<file path="config.mk">
export PLATFORM = sky130hd
export DESIGN_NAME = tcp_congestion_window_update_core
export DESIGN_NICKNAME = d
export VERILOG_FILES = /design/src/sv/tcpcw_pkg.sv /design/src/sv/tcpcw_div.sv /design/src/sv/tcp_congestion_window_update_core.sv
export VERILOG_INCLUDE_DIRS = /design/src /design/src/sv
export SDC_FILE = /design/constraint.sdc
export NUM_CORES = 2
export LEC_CHECK = 0
export ABC_CLOCK_PERIOD_IN_PS = 19450
export BUFFER_PORTS_ARGS = -buffer_cell sky130_fd_sc_hd__buf_4
export CAP_MARGIN = 20
export CORE_UTILIZATION = 45
export DETAILED_ROUTE_END_ITERATION = 10
export SYNTH_ARGS = -nofsm -noshare
export SYNTH_HDL_FRONTEND = slang
export SYNTH_SLANG_ARGS = --single-unit
</file>
<file path="constraint.sdc">
create_clock -name clock -period 19.45 [get_ports clock]
set_input_delay 3.89 -clock clock [delete_from_list [all_inputs] [get_ports clock]]
set_output_delay 3.89 -clock clock [all_outputs]
set_load 0.01 [all_outputs]
</file>
<file path="src/sv/assert_macros.svh">
// ----------------------------------------------------------------------------
// Assertion macros
// Shared concurrent assertion forms for the congestion window block.
// ----------------------------------------------------------------------------
`ifndef ASSERT_MACROS_SVH
`define ASSERT_MACROS_SVH

// Property must hold at every clock edge outside reset.
`define ASSERT_ALWAYS(label, clk, rst, prop, msg) \
   label: assert property (@(posedge clk) disable iff (rst) (prop)) else $error(msg);

// Expression must never be true at a clock edge outside reset.
`define ASSERT_NEVER(label, clk, rst, expr, msg) \
   label: assert property (@(posedge clk) disable iff (rst) !(expr)) else $error(msg);

`endif

</file>
<file path="src/sv/tcpcw_pkg.sv">
// ----------------------------------------------------------------------------
// tcpcw_pkg
// Types, codes and constants shared by the congestion window core and its
// iterative divider.
// ----------------------------------------------------------------------------
`timescale 1ns / 1ps

package tcpcw_pkg;

   localparam int DATA_W    = 32;
   localparam int SEG_W     = 16;
   localparam int PROD_W    = DATA_W + SEG_W;
   localparam int DIV_CNT_W = $clog2(DATA_W);

   // Request modes.
   localparam logic [1:0] MODE_ACK  = 2'd0;
   localparam logic [1:0] MODE_LOSS = 2'd1;
   localparam logic [1:0] MODE_LOAD = 2'd2;

   // Segment size after reset.
   localparam logic [SEG_W-1:0] SEG_SIZE_RESET = 16'd536;

   typedef struct packed {
      logic [1:0]        mode;
      logic [SEG_W-1:0]  acked_segs;
      logic [DATA_W-1:0] load_window;
      logic [DATA_W-1:0] load_threshold;
   } req_type;

   typedef struct packed {
      logic [DATA_W-1:0] window;
      logic [DATA_W-1:0] threshold;
      logic              in_slow_start;
      logic [DATA_W-1:0] ack_credit;
   } rsp_type;

   // Divider status seen by the sequencer.
   typedef struct packed {
      logic busy;
      logic done;
   } div_status_type;

   typedef enum logic [2:0] {
      ST_IDLE,
      ST_SS_MUL,
      ST_CA_DIV_W,
      ST_CA_DIV_CREDIT,
      ST_CA_MUL,
      ST_ADD,
      ST_RESULT
   } state_type;

endpackage

</file>
<file path="src/sv/tcpcw_div.sv">
// ----------------------------------------------------------------------------
// tcpcw_div
// Restoring unsigned divider, one quotient bit per cycle. The quotient and
// remainder hold their values until the next start.
// ----------------------------------------------------------------------------
`timescale 1ns / 1ps
`include "assert_macros.svh"

module tcpcw_div (
   input  logic                              clock,
   input  logic                              reset,
   input  logic                              start,
   input  logic [tcpcw_pkg::DATA_W-1:0]      dividend,
   input  logic [tcpcw_pkg::DATA_W-1:0]      divisor,
   output logic [tcpcw_pkg::DATA_W-1:0]      quotient,
   output logic [tcpcw_pkg::DATA_W-1:0]      remainder,
   output tcpcw_pkg::div_status_type         status
);
   import tcpcw_pkg::*;

   logic [DATA_W-1:0]    quo_ff, quo_in;
   logic [DATA_W-1:0]    rem_ff, rem_in;
   logic [DATA_W-1:0]    dvsr_ff, dvsr_in;
   logic [DIV_CNT_W-1:0] count_ff, count_in;
   logic                 busy_ff, busy_in;
   logic                 done_ff, done_in;
   logic [DATA_W:0]      shifted;
   logic [DATA_W:0]      diff;

   // One restoring step: shift in the next dividend bit and try to subtract.
   always_comb begin
      shifted  = {rem_ff, quo_ff[DATA_W-1]};
      diff     = shifted - {1'b0, dvsr_ff};
      quo_in   = quo_ff;
      rem_in   = rem_ff;
      dvsr_in  = dvsr_ff;
      count_in = count_ff;
      busy_in  = busy_ff;
      done_in  = 1'b0;
      if (start) begin
         quo_in   = dividend;
         rem_in   = '0;
         dvsr_in  = divisor;
         count_in = '0;
         busy_in  = 1'b1;
      end else if (busy_ff) begin
         if (!diff[DATA_W]) begin
            rem_in = diff[DATA_W-1:0];
            quo_in = {quo_ff[DATA_W-2:0], 1'b1};
         end else begin
            rem_in = shifted[DATA_W-1:0];
            quo_in = {quo_ff[DATA_W-2:0], 1'b0};
         end
         count_in = count_ff + DIV_CNT_W'(1);
         if (count_ff == DIV_CNT_W'(DATA_W - 1)) begin
            busy_in = 1'b0;
            done_in = 1'b1;
         end
      end
   end

   // Control state.
   always_ff @(posedge clock) begin
      if (reset) begin
         busy_ff  <= 1'b0;
         done_ff  <= 1'b0;
         count_ff <= '0;
      end else begin
         busy_ff  <= busy_in;
         done_ff  <= done_in;
         count_ff <= count_in;
      end
   end

   // Datapath registers.
   always_ff @(posedge clock) begin
      quo_ff  <= quo_in;
      rem_ff  <= rem_in;
      dvsr_ff <= dvsr_in;
   end

   assign quotient    = quo_ff;
   assign remainder   = rem_ff;
   assign status.busy = busy_ff;
   assign status.done = done_ff;

   `ASSERT_ALWAYS(a_start_busy, clock, reset, start |=> busy_ff, "divider did not start")
   `ASSERT_NEVER(a_done_busy, clock, reset, done_ff && busy_ff, "done while busy")
   `ASSERT_ALWAYS(a_rem_small, clock, reset, done_ff |-> (rem_ff < dvsr_ff),
      "remainder not below divisor")

endmodule

</file>
<file path="src/sv/tcp_congestion_window_update_core.sv">
// ----------------------------------------------------------------------------
// tcp_congestion_window_update_core
// TCP congestion window: window, slow-start threshold and ack credit,
// updated one request at a time by a small sequencer around a shared divider.
// ----------------------------------------------------------------------------
// Usage:
//   req_*  : one request per handshake (ack, loss or load). req_ready is high
//            only while the sequencer is idle.
//   rsp_*  : one result per request, the state after that request. It sits in
//            an output register; the next request is accepted while it waits.
//   csr_*  : write of the segment size, always ready.
// Steps, from the edge that accepts a request to the first edge at which
// its result can be taken:
//   load, loss and unused modes: straight to the result stage.
//   ack in slow start: multiply, saturating add and clamp.
//   ack in congestion avoidance: two passes through the 32-bit restoring
//   divider (window in segments, then credit over it), multiply and add,
//   or one pass when the credit stays below the window in segments.
// The next request is accepted at the edge where the result can first be
// taken, so a new request waits until the last one has reached its result.
// Reset: window 0, threshold all ones, credit 0, segment size 536.
// When the receiver stalls, the result holds and one further request can
// complete up to its result stage, where it waits for the register to free.
// ----------------------------------------------------------------------------
`timescale 1ns / 1ps
`include "assert_macros.svh"

module tcp_congestion_window_update_core (
   input  logic                           clock,
   input  logic                           reset,
   input  logic                           req_valid,
   output logic                           req_ready,
   input  tcpcw_pkg::req_type             req_payload,
   output logic                           rsp_valid,
   input  logic                           rsp_ready,
   output tcpcw_pkg::rsp_type             rsp_payload,
   input  logic                           csr_valid,
   output logic                           csr_ready,
   input  logic [tcpcw_pkg::SEG_W-1:0]    csr_wdata
);
   import tcpcw_pkg::*;

   state_type           state_ff, state_in;
   logic [SEG_W-1:0]    seg_ff, seg_in;
   logic [DATA_W-1:0]   cwnd_ff, cwnd_in;
   logic [DATA_W-1:0]   ssth_ff, ssth_in;
   logic [DATA_W-1:0]   credit_ff, credit_in;
   logic [SEG_W-1:0]    acked_ff, acked_in;
   logic                ss_ff, ss_in;
   logic [PROD_W-1:0]   prod_ff, prod_in;
   rsp_type             rsp_ff, rsp_in;
   logic                rsp_valid_ff, rsp_valid_in;

   logic                div_start;
   logic [DATA_W-1:0]   div_dividend;
   logic [DATA_W-1:0]   div_divisor;
   logic [DATA_W-1:0]   div_quotient;
   logic [DATA_W-1:0]   div_remainder;
   div_status_type      div_status;

   logic                below;
   logic                out_free;
   logic [SEG_W-1:0]    seg_div;
   logic [DATA_W-1:0]   w_eff;
   logic [DATA_W:0]     credit_sum;
   logic [DATA_W-1:0]   credit_sat;
   logic [DATA_W-1:0]   two_seg;
   logic [DATA_W-1:0]   half_cwnd;
   logic [DATA_W-1:0]   mul_a;
   logic [PROD_W:0]     grow_sum;
   logic [DATA_W-1:0]   grown;

   // Shared helpers for the datapath.
   assign below      = cwnd_ff < ssth_ff;
   assign out_free   = !rsp_valid_ff || rsp_ready;
   assign seg_div    = (seg_ff == '0) ? SEG_W'(1) : seg_ff;
   assign w_eff      = (div_quotient == '0) ? DATA_W'(1) : div_quotient;
   assign credit_sum = {1'b0, credit_ff} +
                       {{(DATA_W-SEG_W+1){1'b0}}, req_payload.acked_segs};
   assign credit_sat = credit_sum[DATA_W] ? '1 : credit_sum[DATA_W-1:0];
   assign two_seg    = {{(DATA_W-SEG_W-1){1'b0}}, seg_ff, 1'b0};
   assign half_cwnd  = {1'b0, cwnd_ff[DATA_W-1:1]};
   assign mul_a      = (state_ff == ST_CA_MUL) ? div_quotient
                                               : {{(DATA_W-SEG_W){1'b0}}, acked_ff};
   assign grow_sum   = {{(PROD_W-DATA_W+1){1'b0}}, cwnd_ff} + {1'b0, prod_ff};
   assign grown      = (grow_sum[PROD_W:DATA_W] != '0) ? '1 : grow_sum[DATA_W-1:0];

   // The shared divider.
   tcpcw_div u_div (
      .clock     (clock),
      .reset     (reset),
      .start     (div_start),
      .dividend  (div_dividend),
      .divisor   (div_divisor),
      .quotient  (div_quotient),
      .remainder (div_remainder),
      .status    (div_status)
   );

   // Next state of the sequencer.
   always_comb begin
      state_in = state_ff;
      case (state_ff)
         ST_IDLE: begin
            if (req_valid) begin
               if (req_payload.mode == MODE_ACK) begin
                  state_in = below ? ST_SS_MUL : ST_CA_DIV_W;
               end else begin
                  state_in = ST_RESULT;
               end
            end
         end
         ST_SS_MUL: begin
            state_in = ST_ADD;
         end
         ST_CA_DIV_W: begin
            if (div_status.done) begin
               state_in = (credit_ff >= w_eff) ? ST_CA_DIV_CREDIT : ST_RESULT;
            end
         end
         ST_CA_DIV_CREDIT: begin
            if (div_status.done) begin
               state_in = ST_CA_MUL;
            end
         end
         ST_CA_MUL: begin
            state_in = ST_ADD;
         end
         ST_ADD: begin
            state_in = ST_RESULT;
         end
         ST_RESULT: begin
            if (out_free) begin
               state_in = ST_IDLE;
            end
         end
         default: begin
            state_in = ST_IDLE;
         end
      endcase
   end

   // Datapath controls and register next values.
   always_comb begin
      cwnd_in      = cwnd_ff;
      ssth_in      = ssth_ff;
      credit_in    = credit_ff;
      acked_in     = acked_ff;
      ss_in        = ss_ff;
      prod_in      = prod_ff;
      rsp_in       = rsp_ff;
      rsp_valid_in = rsp_valid_ff && !rsp_ready;
      div_start    = 1'b0;
      div_dividend = cwnd_ff;
      div_divisor  = {{(DATA_W-SEG_W){1'b0}}, seg_div};
      case (state_ff)
         ST_IDLE: begin
            if (req_valid) begin
               acked_in = req_payload.acked_segs;
               case (req_payload.mode)
                  MODE_ACK: begin
                     ss_in = below;
                     if (!below) begin
                        credit_in = credit_sat;
                        div_start = 1'b1;
                     end
                  end
                  MODE_LOSS: begin
                     ssth_in = (two_seg > half_cwnd) ? two_seg : half_cwnd;
                  end
                  MODE_LOAD: begin
                     cwnd_in = req_payload.load_window;
                     ssth_in = req_payload.load_threshold;
                  end
                  default: begin
                     ss_in = ss_ff;
                  end
               endcase
            end
         end
         ST_CA_DIV_W: begin
            if (div_status.done) begin
               if (credit_ff >= w_eff) begin
                  div_start    = 1'b1;
                  div_dividend = credit_ff;
                  div_divisor  = w_eff;
               end
            end
         end
         ST_CA_DIV_CREDIT: begin
            if (div_status.done) begin
               credit_in = div_remainder;
            end
         end
         ST_SS_MUL, ST_CA_MUL: begin
            prod_in = PROD_W'(mul_a) * PROD_W'(seg_ff);
         end
         ST_ADD: begin
            if (ss_ff && (grown >= ssth_ff)) begin
               cwnd_in = ssth_ff;
            end else begin
               cwnd_in = grown;
            end
         end
         ST_RESULT: begin
            if (out_free) begin
               rsp_valid_in         = 1'b1;
               rsp_in.window        = cwnd_ff;
               rsp_in.threshold     = ssth_ff;
               rsp_in.in_slow_start = below;
               rsp_in.ack_credit    = credit_ff;
            end
         end
         default: begin
            rsp_in = rsp_ff;
         end
      endcase
   end

   // Configuration register: written whenever offered.
   assign csr_ready = 1'b1;
   assign seg_in    = csr_valid ? csr_wdata : seg_ff;

   // Control and architectural state.
   always_ff @(posedge clock) begin
      if (reset) begin
         state_ff     <= ST_IDLE;
         seg_ff       <= SEG_SIZE_RESET;
         cwnd_ff      <= '0;
         ssth_ff      <= '1;
         credit_ff    <= '0;
         rsp_valid_ff <= 1'b0;
      end else begin
         state_ff     <= state_in;
         seg_ff       <= seg_in;
         cwnd_ff      <= cwnd_in;
         ssth_ff      <= ssth_in;
         credit_ff    <= credit_in;
         rsp_valid_ff <= rsp_valid_in;
      end
   end

   // Working registers of one request.
   always_ff @(posedge clock) begin
      acked_ff <= acked_in;
      ss_ff    <= ss_in;
      prod_ff  <= prod_in;
      rsp_ff   <= rsp_in;
   end

   assign req_ready   = (state_ff == ST_IDLE);
   assign rsp_valid   = rsp_valid_ff;
   assign rsp_payload = rsp_ff;

   `ASSERT_NEVER(a_start_while_busy, clock, reset, div_start && div_status.busy,
      "divider restarted while busy")
   `ASSERT_ALWAYS(a_div_wait, clock, reset,
      ((state_ff == ST_CA_DIV_W) || (state_ff == ST_CA_DIV_CREDIT)) |->
      (div_status.busy || div_status.done), "waiting on an idle divider")
   `ASSERT_ALWAYS(a_ss_clamp, clock, reset,
      ((state_ff == ST_ADD) && ss_ff) |=> (cwnd_ff <= ssth_ff),
      "slow start grew past the threshold")

endmodule
</file>
==> flow_summary.json <==
{
  "grt_max_degree": 111,
  "wl_um": 123300,
  "grt_pass1_wl_um": 189600,
  "hold_viol": 0,
  "ctsHoldBuffers": 0,
  "num_rows": 108,
  "timing.hold.ws_ns": 0.4999,
  "cp-start-kind": "flip-flop",
  "power_density_mw_per_mm2": 197.3,
  "fin_skew_ns": 0.03625,
  "gp_congestion": 0.9122,
  "avgSynthCellArea_um2": 9.054,
  "netlist_area_mm2": 0.03989,
  "setup_slack_ns": 10.14,
  "yosys_register_bits": 381,
  "initial_utilization_pct": 45.70,
  "cts_sinks": 381,
  "dr.pass1.iters": 5,
  "ys_warn_count": 0,
  "reg2reg_slack_ns": 10.14,
  "antenna_left": 0,
  "crit_type": "reg2reg",
  "period_minus_slack_ns": 9.312,
  "synthFlopType": "edfxtp_1",
  "place_ws_ns": 10.22,
  "antenna_found_initial": 6,
  "synth-edff-count": 226,
  "ctsRootBufferMaster": "clkbuf_16",
  "gr-usage-all-layers_pct": 27.34,
  "die_y_um": 299.7,
  "grt-ovfl-total": 0,
  "h-tree-depth": 2,
  "synthMuxAreaShare_pct": 2.365,
  "cts_buffers": 47,
  "die_w_um": 299.7,
  "portBuffers": 201,
  "synth_xor_area_share_pct": 2.500,
  "timing.fmax_mhz": 107.4,
  "drcViolationCount": 0,
  "drive_gt1_share_pct": 9.931,
  "outcome": "complete, no violations",
  "dieArea_mm2": 0.08984,
  "slew_headroom_pct": 33.33,
  "ir_drop_mv": 0.4174,
  "dp_hpwl_um": 93460,
  "syn-num-nets": 5245,
  "holdCritPathClass": "reg2reg",
  "setup_violations": 0,
  "seq_area_frac_synth_pct": 24.79,
  "maxCapViolCount": 0,
  "power.leakage_nw": 20.27,
  "coreArea_mm2": 0.08729,
  "wl_per_cell_um": 21.71,
  "cts_tree": "built",
  "final_core_utilization_pct": 50.60,
  "synth_cell_types": 108,
  "cp.arrival_ns": 9.66,
  "cts-resized-gates": 0,
  "grt_pass1_vias": 31620,
  "slew_violations": 0,
  "period_share_pct": 47.88,
  "synth_compound_area_share_pct": 13.89,
  "clk_latency_ns": 0.62,
  "post_cts_buffers": 0,
  "rsz0062_at_grt": "false",
  "fin_cells": 5677,
  "synth_top_family_by_area": "adder cells",
  "worstPathMaxFanout": 110,
  "path_clk_slew_ns": 0.06,
  "worst_pin_slew_ns": 1.000,
  "post-place-cells": 5588,
  "tns_ns": 0,
  "end_kind": "flip-flop",
  "via_per_inst": 5.734,
  "synth-adder-area-share_pct": 31.01,
  "synth_simple_gate_area_share_pct": 16.83,
  "cts_buffer_depth": 3,
  "vias": 32550,
  "async_flop_share_pct": 0,
  "drtIter0Drc": 2907,
  "layout.nets": 5322,
  "syn_inst": 4406,
  "worstPathRequired_ns": 19.80,
  "nFillCells": 8283,
  "pin_count": 203,
  "area_delta_synth_final_pct": 10.74
}
==> per-layer routing <==
metal	up-vias	track usage (%)	share of wire, %
met1	16080	37.52	42
li1	14940	-	-
met5	-	0	0
met4	0	9.633	3.7
met3	232	4.140	8.3
met2	1297	43.93	46
==> worst max-delay path: stages (launching register included) <==
cell	delay, ns
dfxtp_1	0.54
nor3b_2	0.74
buf_4	0.80
mux2_2	0.56
and2_1	0.23
fa_1	0.53
inv_1	0.05
fa_1	0.51
fa_1	0.51
inv_1	0.05
fa_1	0.46
fa_1	0.54
inv_1	0.05
fa_1	0.52
inv_1	0.04
ha_1	0.38
a211oi_1	0.27
o21ai_0	0.17
a41oi_1	0.36
a2111oi_2	0.16
o21ai_0	0.52
o21ai_0	0.30
o211ai_1	0.31
a31oi_1	0.12
o22a_1	0.18
xnor2_1	0.12
==> registers in the layout, indices dropped and copies added, names as in the netlist, 3 cells and up <==
signal / count
u_div.remainder: 32
prod_ff: 48
u_div.dvsr_ff: 32
u_div.quotient: 32
credit_ff: 32
ssth_ff: 32
seg_ff: 16
acked_ff: 16
u_div.count_ff: 5
state_ff: 3
rsp_payload: 97
cwnd_ff: 32
==> cell families after synthesis <==
group                    count (synthesis)
AO/OA/AOI/OAI                          863
XOR/XNOR                               113
adder cells (fa/ha/maj)                736
buffers and inverters                  884
flip-flops                             381
multiplexers                            92
other                                    1
AND/OR/NAND/NOR                       1336
==> through the flow <==
stage / power, mW / instance area [um2]
CTS: 8.757 / 44150
detailed placement: 7.728 / 42430
global placement: 7.693 / 42400
finish: 8.718 / 44170
global route: 9.609 / 44170
floorplan: 6.126 / 39890
==> path summary, 6_finish.rpt <==
kind               start          end  depth (start not counted)
max          state_ff[2]  prod_ff[47]                         25
min           seg_ff[10]   seg_ff[10]                          2
max reg2reg  state_ff[2]  prod_ff[47]                         25
min reg2reg   seg_ff[10]   seg_ff[10]                          2
==> report_power, final <==
part | internal (mW) | switching (mW)
clock | 0.606 | 0.379
sequential | 1.27 | 0.219
combinational | 2.52 | 3.73
==> Yosys cell counts, drive strengths merged, types with 5 or more instances <==
library cell  instances  area (um2)
nand2               488        1842
a211oi               33       257.7
a2111oi              10       120.1
o22ai                 7       43.79
and3                115       729.4
ha                  315        3941
o21a                 23       172.7
a41oi                 8       77.58
a311oi                9       78.83
xnor2                75       656.9
dfxtp               155        3103
buf                  44       277.8
and2                151       944.7
nand4                34       227.7
clkbuf              198       745.7
o211ai               39       302.8
nor3b                32       375.4
a211o                32       280.3
mux2i                74       740.7
a21boi                7       52.55
nor3                 40       221.5
xor2                 38       340.3
mux2                 18       202.7
o31ai                12       100.1
and4                  5       43.79
a21o                 77       578.1
o21bai               25       191.4
nand2b               41       256.5
o221ai                8       70.07
nor2b                24       150.1
fa                  421        8428
nor4                 36       252.7
inv                 641        2406
or3                  25       161.4
nand3                80       405.4
a31oi                50       319.1
o41ai                 5       58.81
nor2                238       900.9
edfxtp              226        6787
a221oi                5       50.04
a21oi               285        1434
or2                   8       50.05
o21ai               182       914.6
nand3b                9       67.56
==> cell type report <==
cell class	count	area (um2)	share of cell area (%)
Multi-Input combinational cell	3141	26640	60.31
Clock inverter	29	434.2	0.9828
Sequential cell	381	9892	22.39
Timing Repair Buffer	270	2059	4.662
Inverter	642	2410	5.455
Tap cell	1155	1445	3.271
Antenna cell	1	2.502	0.005665
Clock buffer	58	1291	2.923
==> layout by cell type (no fill, tap or decap), types with 28 or more instances in the layout <==
master,synthesis,layout
o21ai_0,141,141
nand2_1,486,484
nand4_1,33,33
o21ai_1,40,40
edfxtp_1,226,226
o211ai_1,37,37
nor2_1,237,235
inv_1,641,641
xor2_1,37,37
mux2i_1,74,74
a21oi_1,283,281
ha_1,315,314
fa_1,421,421
a211oi_1,31,31
a21o_1,77,77
nor3_1,37,37
xnor2_1,75,75
nand3_1,79,78
a31oi_1,49,48
clkbuf_16,0,50
buf_4,6,268
nor4_1,33,33
and2_1,150,150
dfxtp_1,155,153
nor3b_2,27,28
a211o_1,32,32
nand2b_1,41,41
and3_1,113,113
(Power assumes the default switching activity.)
